===== config.mk =====
export PLATFORM = sky130hd
export DESIGN_NAME = raw_pcm16_block_deframer_unit_flat
export DESIGN_NICKNAME = d
export VERILOG_FILES = /design/src/hdl/rpd_pkg.sv /design/src/hdl/rpd_if.sv /design/src/hdl/rpd_core.sv /design/src/hdl/rpd_res_queue.sv /design/src/hdl/raw_pcm16_block_deframer_unit.sv /design/src/flat_wrapper.sv
export SDC_FILE = /design/constraint.sdc
export NUM_CORES = 1
export LEC_CHECK = 0
export BUFFER_PORTS_ARGS = -buffer_cell sky130_fd_sc_hd__buf_4
export CELL_PAD_IN_SITES_DETAIL_PLACEMENT = 2
export CELL_PAD_IN_SITES_GLOBAL_PLACEMENT = 2
export CORE_MARGIN = 2
export CORE_UTILIZATION = 43
export CTS_BUF_LIST = sky130_fd_sc_hd__clkbuf_8
export DETAILED_ROUTE_END_ITERATION = 8
export PLACE_DENSITY = 0.95
export SYNTH_ARGS = -nofsm -noshare
export SYNTH_HDL_FRONTEND = slang
export SYNTH_SLANG_ARGS = --single-unit

===== constraint.sdc =====
create_clock -name clk -period 19.75 [get_ports clk]
set_input_delay 2.9625 -clock clk [delete_from_list [all_inputs] [get_ports clk]]
set_output_delay 2.9625 -clock clk [all_outputs]
set_load 0.03 [all_outputs]

===== src/hdl/rpd_pkg.sv =====
// Package for the raw PCM16 block deframer.
// Holds the fixed limits, the status codes and the beat and result types.
// No dependencies.
`timescale 1ns / 1ps

package rpd_pkg;

    localparam int MAX_CHANNELS = 8;
    localparam int MAX_ELEMENTS = 16384;

    localparam int HEADER_BYTES = 8;
    localparam int COUNT_W      = 16;
    localparam logic [COUNT_W-1:0] COUNT_MAX = 16'hFFFF;

    localparam int CAP_W = 15;
    localparam logic [CAP_W-1:0] CAP_RESET = 15'd16384;

    // Header field widths and the width of the channel-by-samples product.
    localparam int HCH_W   = 16;
    localparam int HFL_W   = 16;
    localparam int SMP_W   = 32;
    localparam int CH_W    = $clog2(MAX_CHANNELS + 1);
    localparam int PROD_W  = CH_W + SMP_W;
    localparam int CMP_W   = PROD_W + 2;

    localparam logic KIND_SAMPLE = 1'b0;
    localparam logic KIND_STATUS = 1'b1;

    typedef enum logic [2:0] {
        ST_OK            = 3'd0,
        ST_TRUNCATED     = 3'd1,
        ST_PROFILE_BOUND = 3'd2,
        ST_UNSUPPORTED   = 3'd3,
        ST_MALFORMED     = 3'd4,
        ST_TOO_SMALL     = 3'd5
    } status_t;

    typedef struct packed {
        logic [7:0] data_byte;
        logic       has_byte;
        logic       end_of_buffer;
    } in_item_t;

    typedef struct packed {
        logic               kind;
        logic signed [15:0] sample;
        status_t            status;
        logic [3:0]         channel_count;
        logic [14:0]        per_channel_samples;
        logic [14:0]        element_total;
        logic               last;
    } res_item_t;

    // Up to two results come from one input beat: a sample, then the status.
    typedef struct packed {
        logic      sample_valid;
        res_item_t sample_item;
        logic      status_valid;
        res_item_t status_item;
    } res_pair_t;

endpackage


===== src/hdl/rpd_if.sv =====
// Valid/ready channel interfaces for the deframer's byte input and result output.
// Depends on rpd_pkg for the status type.
`timescale 1ns / 1ps

interface rpd_in_if ();
    logic       valid;
    logic       ready;
    logic [7:0] data_byte;
    logic       has_byte;
    logic       end_of_buffer;

    modport source (output valid, output data_byte, output has_byte,
                    output end_of_buffer, input ready);
    modport sink   (input valid, input data_byte, input has_byte,
                    input end_of_buffer, output ready);
endinterface

interface rpd_out_if import rpd_pkg::*; ();
    logic               valid;
    logic               ready;
    logic               kind;
    logic signed [15:0] sample;
    status_t            status;
    logic [3:0]         channel_count;
    logic [14:0]        per_channel_samples;
    logic [14:0]        element_total;
    logic               last;

    modport source (output valid, output kind, output sample, output status,
                    output channel_count, output per_channel_samples,
                    output element_total, output last, input ready);
    modport sink   (input valid, input kind, input sample, input status,
                    input channel_count, input per_channel_samples,
                    input element_total, input last, output ready);
endinterface


===== src/hdl/rpd_core.sv =====
// Per-buffer state of the deframer: header capture, sample pairing and status.
// Depends on rpd_pkg.
`timescale 1ns / 1ps

module rpd_core import rpd_pkg::*;
(
    input  logic             clk,
    input  logic             rst_n,
    input  logic             take,
    input  in_item_t         item,
    input  logic [CAP_W-1:0] capacity,
    output res_pair_t        pair
);

    logic [COUNT_W-1:0] byte_count_reg, byte_count_next;
    logic [HCH_W-1:0]   hdr_channels_reg, hdr_channels_next;
    logic [HFL_W-1:0]   hdr_flags_reg, hdr_flags_next;
    logic [SMP_W-1:0]   hdr_samples_reg, hdr_samples_next;
    logic [7:0]         low_byte_hold_reg, low_byte_hold_next;

    logic               in_header;
    logic               in_body;
    logic [14:0]        pair_index;
    logic [PROD_W-1:0]  product;
    logic               in_bounds;
    logic [14:0]        elements_expected;
    logic               may_emit;
    logic [CMP_W-1:0]   count_ext;
    logic [CMP_W-1:0]   expect_count;
    status_t            status;

    assign in_header = (byte_count_reg < COUNT_W'(HEADER_BYTES));
    assign in_body   = item.has_byte && !in_header && (byte_count_reg != COUNT_MAX);

    always_comb
    begin
        hdr_channels_next = hdr_channels_reg;
        hdr_flags_next    = hdr_flags_reg;
        hdr_samples_next  = hdr_samples_reg;
        if (item.has_byte && in_header)
        begin
            case (byte_count_reg[2:0])
                3'd0: hdr_channels_next[7:0]   = item.data_byte;
                3'd1: hdr_channels_next[15:8]  = item.data_byte;
                3'd2: hdr_flags_next[7:0]      = item.data_byte;
                3'd3: hdr_flags_next[15:8]     = item.data_byte;
                3'd4: hdr_samples_next[7:0]    = item.data_byte;
                3'd5: hdr_samples_next[15:8]   = item.data_byte;
                3'd6: hdr_samples_next[23:16]  = item.data_byte;
                3'd7: hdr_samples_next[31:24]  = item.data_byte;
                default: ;
            endcase
        end
    end

    assign byte_count_next = byte_count_reg +
        COUNT_W'(item.has_byte && (byte_count_reg != COUNT_MAX));

    assign low_byte_hold_next = (in_body && !byte_count_reg[0]) ? item.data_byte
                                                                : low_byte_hold_reg;

    // Only the low channel bits enter the product; the bound check rejects
    // any header whose channel count needs more.
    assign product = {{SMP_W{1'b0}}, hdr_channels_next[CH_W-1:0]} *
                     {{CH_W{1'b0}}, hdr_samples_next};

    assign in_bounds = (hdr_channels_next != '0) &&
                       (hdr_channels_next <= HCH_W'(MAX_CHANNELS)) &&
                       (hdr_samples_next != '0) &&
                       (product <= PROD_W'(MAX_ELEMENTS));

    assign elements_expected = in_bounds ? product[14:0] : 15'd0;
    assign may_emit = in_bounds && (hdr_flags_next == '0) &&
                      ({{(PROD_W-CAP_W){1'b0}}, capacity} >= product);

    // Body byte at an odd count closes a sample; its index among the samples.
    assign pair_index = byte_count_reg[COUNT_W-1:1] - 15'(HEADER_BYTES / 2);

    assign count_ext    = CMP_W'(byte_count_next);
    assign expect_count = {1'b0, product, 1'b0} + CMP_W'(HEADER_BYTES);

    always_comb
    begin
        if (byte_count_next < COUNT_W'(HEADER_BYTES))
            status = ST_TRUNCATED;
        else if (!in_bounds)
            status = ST_PROFILE_BOUND;
        else if (hdr_flags_next != '0)
            status = ST_UNSUPPORTED;
        else if (count_ext < expect_count)
            status = ST_TRUNCATED;
        else if (count_ext > expect_count)
            status = ST_MALFORMED;
        else if ({{(PROD_W-CAP_W){1'b0}}, capacity} < product)
            status = ST_TOO_SMALL;
        else
            status = ST_OK;
    end

    always_comb
    begin
        pair.sample_valid = in_body && byte_count_reg[0] && may_emit &&
                            (pair_index < elements_expected);
        pair.sample_item.kind                = KIND_SAMPLE;
        pair.sample_item.sample              = {item.data_byte, low_byte_hold_reg};
        pair.sample_item.status              = ST_OK;
        pair.sample_item.channel_count       = '0;
        pair.sample_item.per_channel_samples = '0;
        pair.sample_item.element_total       = '0;
        pair.sample_item.last                = 1'b0;

        pair.status_valid = item.end_of_buffer;
        pair.status_item.kind   = KIND_STATUS;
        pair.status_item.sample = '0;
        pair.status_item.status = status;
        pair.status_item.last   = 1'b1;
        if (status == ST_OK)
        begin
            pair.status_item.channel_count       = hdr_channels_next[3:0];
            pair.status_item.per_channel_samples = hdr_samples_next[14:0];
            pair.status_item.element_total       = product[14:0];
        end
        else
        begin
            pair.status_item.channel_count       = '0;
            pair.status_item.per_channel_samples = '0;
            pair.status_item.element_total       = '0;
        end
    end

    always_ff @(posedge clk or negedge rst_n)
    begin
        if (!rst_n)
        begin
            byte_count_reg    <= '0;
            hdr_channels_reg  <= '0;
            hdr_flags_reg     <= '0;
            hdr_samples_reg   <= '0;
            low_byte_hold_reg <= '0;
        end
        else if (take)
        begin
            if (item.end_of_buffer)
            begin
                byte_count_reg    <= '0;
                hdr_channels_reg  <= '0;
                hdr_flags_reg     <= '0;
                hdr_samples_reg   <= '0;
                low_byte_hold_reg <= '0;
            end
            else
            begin
                byte_count_reg    <= byte_count_next;
                hdr_channels_reg  <= hdr_channels_next;
                hdr_flags_reg     <= hdr_flags_next;
                hdr_samples_reg   <= hdr_samples_next;
                low_byte_hold_reg <= low_byte_hold_next;
            end
        end
    end

    a_clear_after_end: assert property (@(posedge clk) disable iff (!rst_n)
        take && item.end_of_buffer |=> byte_count_reg == '0 && hdr_channels_reg == '0)
        else $error("buffer state not cleared after the final beat");

    a_sample_on_odd_body_byte: assert property (@(posedge clk) disable iff (!rst_n)
        pair.sample_valid |-> byte_count_reg[0] &&
                              byte_count_reg > COUNT_W'(HEADER_BYTES))
        else $error("sample produced outside an odd body byte");

endmodule


===== src/hdl/rpd_res_queue.sv =====
// Two-entry result queue that takes up to two results a cycle and sends one when the output is ready.
// Depends on rpd_pkg and rpd_out_if.
`timescale 1ns / 1ps

module rpd_res_queue import rpd_pkg::*;
(
    input  logic          clk,
    input  logic          rst_n,
    input  logic          push_en,
    input  res_pair_t     pair,
    output logic [1:0]    space,
    rpd_out_if.source     out_ch
);

    res_item_t  slot_reg [2];
    res_item_t  slot_next [2];
    logic [1:0] count_reg, count_next;
    logic       pop;
    logic [1:0] kept;

    assign pop   = (count_reg != 2'd0) && out_ch.ready;
    assign kept  = count_reg - 2'(pop);
    assign space = 2'd2 - kept;

    always_comb
    begin
        slot_next[0] = slot_reg[0];
        slot_next[1] = slot_reg[1];
        count_next   = kept;
        if (pop)
            slot_next[0] = slot_reg[1];
        if (push_en && pair.sample_valid)
        begin
            slot_next[count_next[0]] = pair.sample_item;
            count_next               = count_next + 2'd1;
        end
        if (push_en && pair.status_valid)
        begin
            slot_next[count_next[0]] = pair.status_item;
            count_next               = count_next + 2'd1;
        end
    end

    always_ff @(posedge clk or negedge rst_n)
    begin
        if (!rst_n)
            count_reg <= '0;
        else
            count_reg <= count_next;
    end

    always_ff @(posedge clk)
    begin
        slot_reg[0] <= slot_next[0];
        slot_reg[1] <= slot_next[1];
    end

    assign out_ch.valid               = (count_reg != 2'd0);
    assign out_ch.kind                = slot_reg[0].kind;
    assign out_ch.sample              = slot_reg[0].sample;
    assign out_ch.status              = slot_reg[0].status;
    assign out_ch.channel_count       = slot_reg[0].channel_count;
    assign out_ch.per_channel_samples = slot_reg[0].per_channel_samples;
    assign out_ch.element_total       = slot_reg[0].element_total;
    assign out_ch.last                = slot_reg[0].last;

    a_count_in_range: assert property (@(posedge clk) disable iff (!rst_n)
        count_reg != 2'd3)
        else $error("result queue overfilled");

    a_stall_holds_count: assert property (@(posedge clk) disable iff (!rst_n)
        out_ch.valid && !out_ch.ready && !push_en |=> count_reg == $past(count_reg))
        else $error("result queue count changed while stalled");

endmodule


===== src/hdl/raw_pcm16_block_deframer_unit.sv =====
// A result beat is offered by the result queue after its input beat has passed the input
// register and been taken. Throughput: one input beat per cycle while the queue has room;
// the output port sends one result beat per cycle while the receiver is ready, so a beat
// that closes a sample and ends the buffer occupies it for both its results.
// Reset clears the buffer state and the queues; the capacity register resets to 16384.
// Depends on rpd_pkg, rpd_if, rpd_core and rpd_res_queue.
`timescale 1ns / 1ps

module raw_pcm16_block_deframer_unit import rpd_pkg::*;
(
    input  logic             clk,
    input  logic             rst_n,
    rpd_in_if.sink           in_ch,
    rpd_out_if.source        out_ch,
    input  logic             cfg_wr_en,
    input  logic [CAP_W-1:0] cfg_wr_data
);

    logic [CAP_W-1:0] capacity_reg;
    logic             in_valid_reg;
    in_item_t         in_item_reg;
    res_pair_t        pair;
    logic [1:0]       space;
    logic [1:0]       need;
    logic             take;

    always_ff @(posedge clk or negedge rst_n)
    begin
        if (!rst_n)
            capacity_reg <= CAP_RESET;
        else if (cfg_wr_en)
            capacity_reg <= cfg_wr_data;
    end

    // The input register is drained as soon as the queue has room for all the
    // results that its beat produces.
    assign need  = 2'(pair.sample_valid) + 2'(pair.status_valid);
    assign take  = in_valid_reg && (need <= space);
    assign in_ch.ready = !in_valid_reg || take;

    always_ff @(posedge clk or negedge rst_n)
    begin
        if (!rst_n)
            in_valid_reg <= 1'b0;
        else if (in_ch.ready)
            in_valid_reg <= in_ch.valid;
    end

    always_ff @(posedge clk)
    begin
        if (in_ch.valid && in_ch.ready)
        begin
            in_item_reg.data_byte     <= in_ch.data_byte;
            in_item_reg.has_byte      <= in_ch.has_byte;
            in_item_reg.end_of_buffer <= in_ch.end_of_buffer;
        end
    end

    rpd_core u_core (
        .clk      (clk),
        .rst_n    (rst_n),
        .take     (take),
        .item     (in_item_reg),
        .capacity (capacity_reg),
        .pair     (pair)
    );

    rpd_res_queue u_queue (
        .clk     (clk),
        .rst_n   (rst_n),
        .push_en (take),
        .pair    (pair),
        .space   (space),
        .out_ch  (out_ch)
    );

    a_take_fits: assert property (@(posedge clk) disable iff (!rst_n)
        take |-> need <= space)
        else $error("beat taken without room for its results");

endmodule


===== src/flat_wrapper.sv =====
// flat-port wrapper written by rule: the top's interface ports become plain ports
module raw_pcm16_block_deframer_unit_flat import rpd_pkg::*;
  (clk, rst_n, cfg_wr_en, cfg_wr_data, in_ch_valid, in_ch_data_byte, in_ch_has_byte, in_ch_end_of_buffer, in_ch_ready, out_ch_valid, out_ch_kind, out_ch_sample, out_ch_status, out_ch_channel_count, out_ch_per_channel_samples, out_ch_element_total, out_ch_last, out_ch_ready);
  rpd_in_if in_ch_i ();
  rpd_out_if out_ch_i ();
  input  logic clk;
  input  logic rst_n;
  input  logic cfg_wr_en;
  input  logic [CAP_W-1:0] cfg_wr_data;
  input wire logic [$bits(in_ch_i.valid)-1:0] in_ch_valid;
  input wire logic [$bits(in_ch_i.data_byte)-1:0] in_ch_data_byte;
  input wire logic [$bits(in_ch_i.has_byte)-1:0] in_ch_has_byte;
  input wire logic [$bits(in_ch_i.end_of_buffer)-1:0] in_ch_end_of_buffer;
  output wire logic [$bits(in_ch_i.ready)-1:0] in_ch_ready;
  output wire logic [$bits(out_ch_i.valid)-1:0] out_ch_valid;
  output wire logic [$bits(out_ch_i.kind)-1:0] out_ch_kind;
  output wire logic [$bits(out_ch_i.sample)-1:0] out_ch_sample;
  output wire logic [$bits(out_ch_i.status)-1:0] out_ch_status;
  output wire logic [$bits(out_ch_i.channel_count)-1:0] out_ch_channel_count;
  output wire logic [$bits(out_ch_i.per_channel_samples)-1:0] out_ch_per_channel_samples;
  output wire logic [$bits(out_ch_i.element_total)-1:0] out_ch_element_total;
  output wire logic [$bits(out_ch_i.last)-1:0] out_ch_last;
  input wire logic [$bits(out_ch_i.ready)-1:0] out_ch_ready;
  assign in_ch_i.valid = in_ch_valid;
  assign in_ch_i.data_byte = in_ch_data_byte;
  assign in_ch_i.has_byte = in_ch_has_byte;
  assign in_ch_i.end_of_buffer = in_ch_end_of_buffer;
  assign in_ch_ready = in_ch_i.ready;
  assign out_ch_valid = out_ch_i.valid;
  assign out_ch_kind = out_ch_i.kind;
  assign out_ch_sample = out_ch_i.sample;
  assign out_ch_status = out_ch_i.status;
  assign out_ch_channel_count = out_ch_i.channel_count;
  assign out_ch_per_channel_samples = out_ch_i.per_channel_samples;
  assign out_ch_element_total = out_ch_i.element_total;
  assign out_ch_last = out_ch_i.last;
  assign out_ch_i.ready = out_ch_ready;
  raw_pcm16_block_deframer_unit u_core (.clk(clk), .rst_n(rst_n), .in_ch(in_ch_i), .out_ch(out_ch_i), .cfg_wr_en(cfg_wr_en), .cfg_wr_data(cfg_wr_data));
endmodule

==> metrics.md <==
| Metric | Value |
|---|---|
| Status | finished clean |
| Worst setup margin | 1.830 ns |
| First-pass GRT wire length | between 100000 and 150000 um |
| Area growth from synthesis to layout | 8.674% |
| Longest Clk Path Bufs | 3 |
| Termination of the worst setup path | in_ch_ready |
| Peak VDD IR | 0.1412 mV |
| Final period util | about nine tenths |
| Max cap viols | 0 |
| Vias in the first global route | 20192 |
| Sink Count | 226 |
| Sequential fraction of the synthesis area | 29.44% |
| Total Routing Usage GR | 42.52% |
| Slew HR | roughly 3.7% |
| FF-to-FF path depth | 40 |
| Largest net degree at the start of global routing | 57 |
| Yosys Warn Count | 0 |
| Fin util | 47.57% |
| FF-to-FF End | u_core.u_queue.slot_reg[0][30]$_DFF_P_ |
| Grt ovf | 0 |
| Synth area leaders | dfrtp_1, dfxtp_1, fa_1, ha_1, mux2i_1 |
| Row count | 73 |
| Dpl hpwl | 58290 um |
| Crit Path Class | reg -> out |
| Clock transition at path regs | around 0.070 ns |
| Most frequent cell after synthesis | nand2_1 |
| FF-to-FF Start | u_core.u_core.byte_count_reg[8]$_DFFE_PN0N_ |
| Yosys top cell area share | 15.00% |
| WL/cell | 34.94 um |
| Dpl ws | ~4.2 ns |
| Power Dens Cells | 108.6 nW/um2 |
| Slowest CP cell | nor3_2 |
| Initial antenna violation count | 2 |
| Die Width | 205.8 um |
| Worst Path Max Fanout | 19 |
| Crit path largest cell delay | between 1 and 1.5 ns |
| CTS Buf Count | 40 |
| Number of DRC markers in iteration 0 | around 1900 |
| Syn Nets | 2198 |
| CP startpoint kind | flip-flop |
| Leakage | 8.437 nW |
| Gpl congestion | 0.9352 |
| RSZ-0062 raised after global routing | false |
| Synth Instances | 2014 |
| WP data required | 16.79 ns |
| Synth Cell Area | 17510 um2 |
| Fillers | 4280 |
| CTS tree | built |
| Critical path capture point type | output pin |
| Die Ht | roughly 210 um |
| Clock Tree Root | clkbuf_8 |
| Max Freq | roughly 0.056 GHz |
| Share of cells above drive strength 1 | 14.49% |
| TritonRoute pass-1 iters | 5 |
| Worst hold path type | reg -> reg |
| Routed WL | 89520 um |
| Worst skew pair latency | around 0.67 ns |
| Netlist cell types | 91 |
| Core Region | 40010 um2 |
| Ys async rst share | a little under half |
| Hold Vio Cnt, Final | 0 |
| # DRC | 0 |
| Post-synth EDFFs | 10 |
| Worst R2R Setup Slack | 3.27 ns |
| Crit path time final | 17.92 ns |
| Cts hold-fix bufs | 0 |
| Worst setup path start | u_core.u_core.byte_count_reg[8]$_DFFE_PN0N_ |
| Slew Limit Fails | 0 |
| Largest area contributor in the netlist | dfrtp_1 |
| Die ar. | 42360 um2 |
| Crit path arrival time | 14.96 ns |
| Synth cell count leaders | nand2_1, nor2_1, o21ai_0 |
| Resize count post-CTS | 0 |
| #FFs+latches synth | about 230 |
| WHS Path Cells | 1 |
| Post-CTS Setup Inserts | 0 |
| TNS Setup | 0 ns |
| Top FF cell, synth | dfxtp_1 |
| Fin nets | 2189 |
| Initial core utilization | 43.77% |
| Largest register FFs | 110 |
| Setup Viol. Count Final | 0 |
| Routed via count | 18003 |
| Via/cell ratio | 7.027 |
| I/O pin count | just under 90 |
| Worst slew pin tran | 1.436 ns |
| IO buf count | 86 |
| Avg Cell Area, Syn | slightly below 9 um2 |
| Htree depth | 2 |
| Final ANT Viol Nets | 0 |
| Cell mode on critical path | ha_1 |
| Worst Skew | 0.05757 ns |
[cell families after synthesis]
logic type | Yosys count | synth area share (%)
simple gates | 704 | 19.78
compound gates | 444 | 18.26
buf+inv | 285 | 7.588
flops | 226 | 29.44
fa+ha+maj | 154 | 13.58
mux | 136 | 7.967
xor+xnor | 65 | 3.380
[per-stage QoR]
step                      total power [W]  instance area [um2]  cells  hold slack (ns)
after CTS                        0.002009                19030   2561           0.4633
after global routing             0.002110                19030   2561           0.4868
after detailed placement         0.001458                18190   2488           0.4524
final                            0.002067                19030   2562           0.4552
after floorplan                  0.001096                17510   2014           0.4223
after global placement           0.001375                18180   2487           0.4328
[final cells by class]
| cell class | instances | area (um2) | share of cell area, % |
|---|---|---|---|
| multi-input combinational | 1503 | 11070 | 58.17 |
| sequential | 226 | 5156 | 27.09 |
| timing repair buffer | 114 | 853.3 | 4.484 |
| clock buffer | 49 | 674.4 | 3.544 |
| tap | 525 | 656.9 | 3.452 |
| inverter | 120 | 450.4 | 2.367 |
| clock inverter | 24 | 167.7 | 0.8810 |
| antenna | 1 | 2.502 | 0.01315 |
[how the worst min path moves through the flow]
| stage | endpoint | slack, ns | startpoint |
|---|---|---|---|
| floorplan | u_core.u_queue.slot_reg[0][109]$_DFF_P_ | 0.42 | u_core.u_queue.slot_reg[0][109]$_DFF_P_ |
| global placement | u_core.u_queue.slot_reg[0][55]$_DFF_P_ | 0.43 | u_core.u_queue.slot_reg[0][55]$_DFF_P_ |
| detailed placement | u_core.u_queue.slot_reg[0][90]$_DFF_P_ | 0.45 | u_core.u_queue.slot_reg[0][90]$_DFF_P_ |
| CTS | u_core.u_queue.slot_reg[0][109]$_DFF_P_ | 0.46 | u_core.u_queue.slot_reg[0][109]$_DFF_P_ |
| global route | u_core.u_queue.slot_reg[0][66]$_DFF_P_ | 0.49 | u_core.u_queue.slot_reg[0][66]$_DFF_P_ |
| finish | u_core.u_queue.slot_reg[0][109]$_DFF_P_ | 0.46 | u_core.u_queue.slot_reg[0][109]$_DFF_P_ |
[critical path, delay by kind of cell (launching register included)]
kind / cells / cell delay (ns)
AND/OR/NAND/NOR: 16 / 7.32
adder cells (fa/ha/maj): 6 / 2.75
AO/OA/AOI/OAI: 9 / 2.54
multiplexers: 1 / 0.61
buffers and inverters: 4 / 0.50
flip-flops: 1 / 0.59
[report_power, final]
part           internal [W]  leakage (nW)  switching [W]
Combinational      0.000247          5.53       0.000739
Sequential         0.000515          2.41      0.0000725
Clock              0.000253         0.487       0.000240
Total               0.00102          8.44        0.00105
[routing by layer]
| layer | GRT usage (%) | wire, um |
|---|---|---|
| met4 | 35.64 | 8719 |
| met2 | 70.23 | 41730 |
| met1 | 45.67 | 31860 |
| met3 | 10.94 | 7191 |
| met5 | 0 | 17 |
[cell usage in the layout (no fill, tap or decap), drive strengths merged, types with 9 or more instances in the layout]
master	instances
o2bb2ai	35
a22o	14
edfxtp	10
and2	20
dfrtp	105
ha	94
inv	137
nor4	39
and3	14
buf	114
mux2i	109
and4	12
dfxtp	110
xor2	31
mux2	27
a21oi	64
a211oi	32
nand3	35
o211ai	11
or3	19
or2	25
nand2b	26
nor3	47
o22ai	36
nor2b	13
nand2	224
o31ai	10
clkbuf	49
xnor2	34
a21o	27
a31oi	9
o21ai	141
nand4	33
fa	60
nor2	170
No activity file was read; power rests on OpenSTA's default activity.
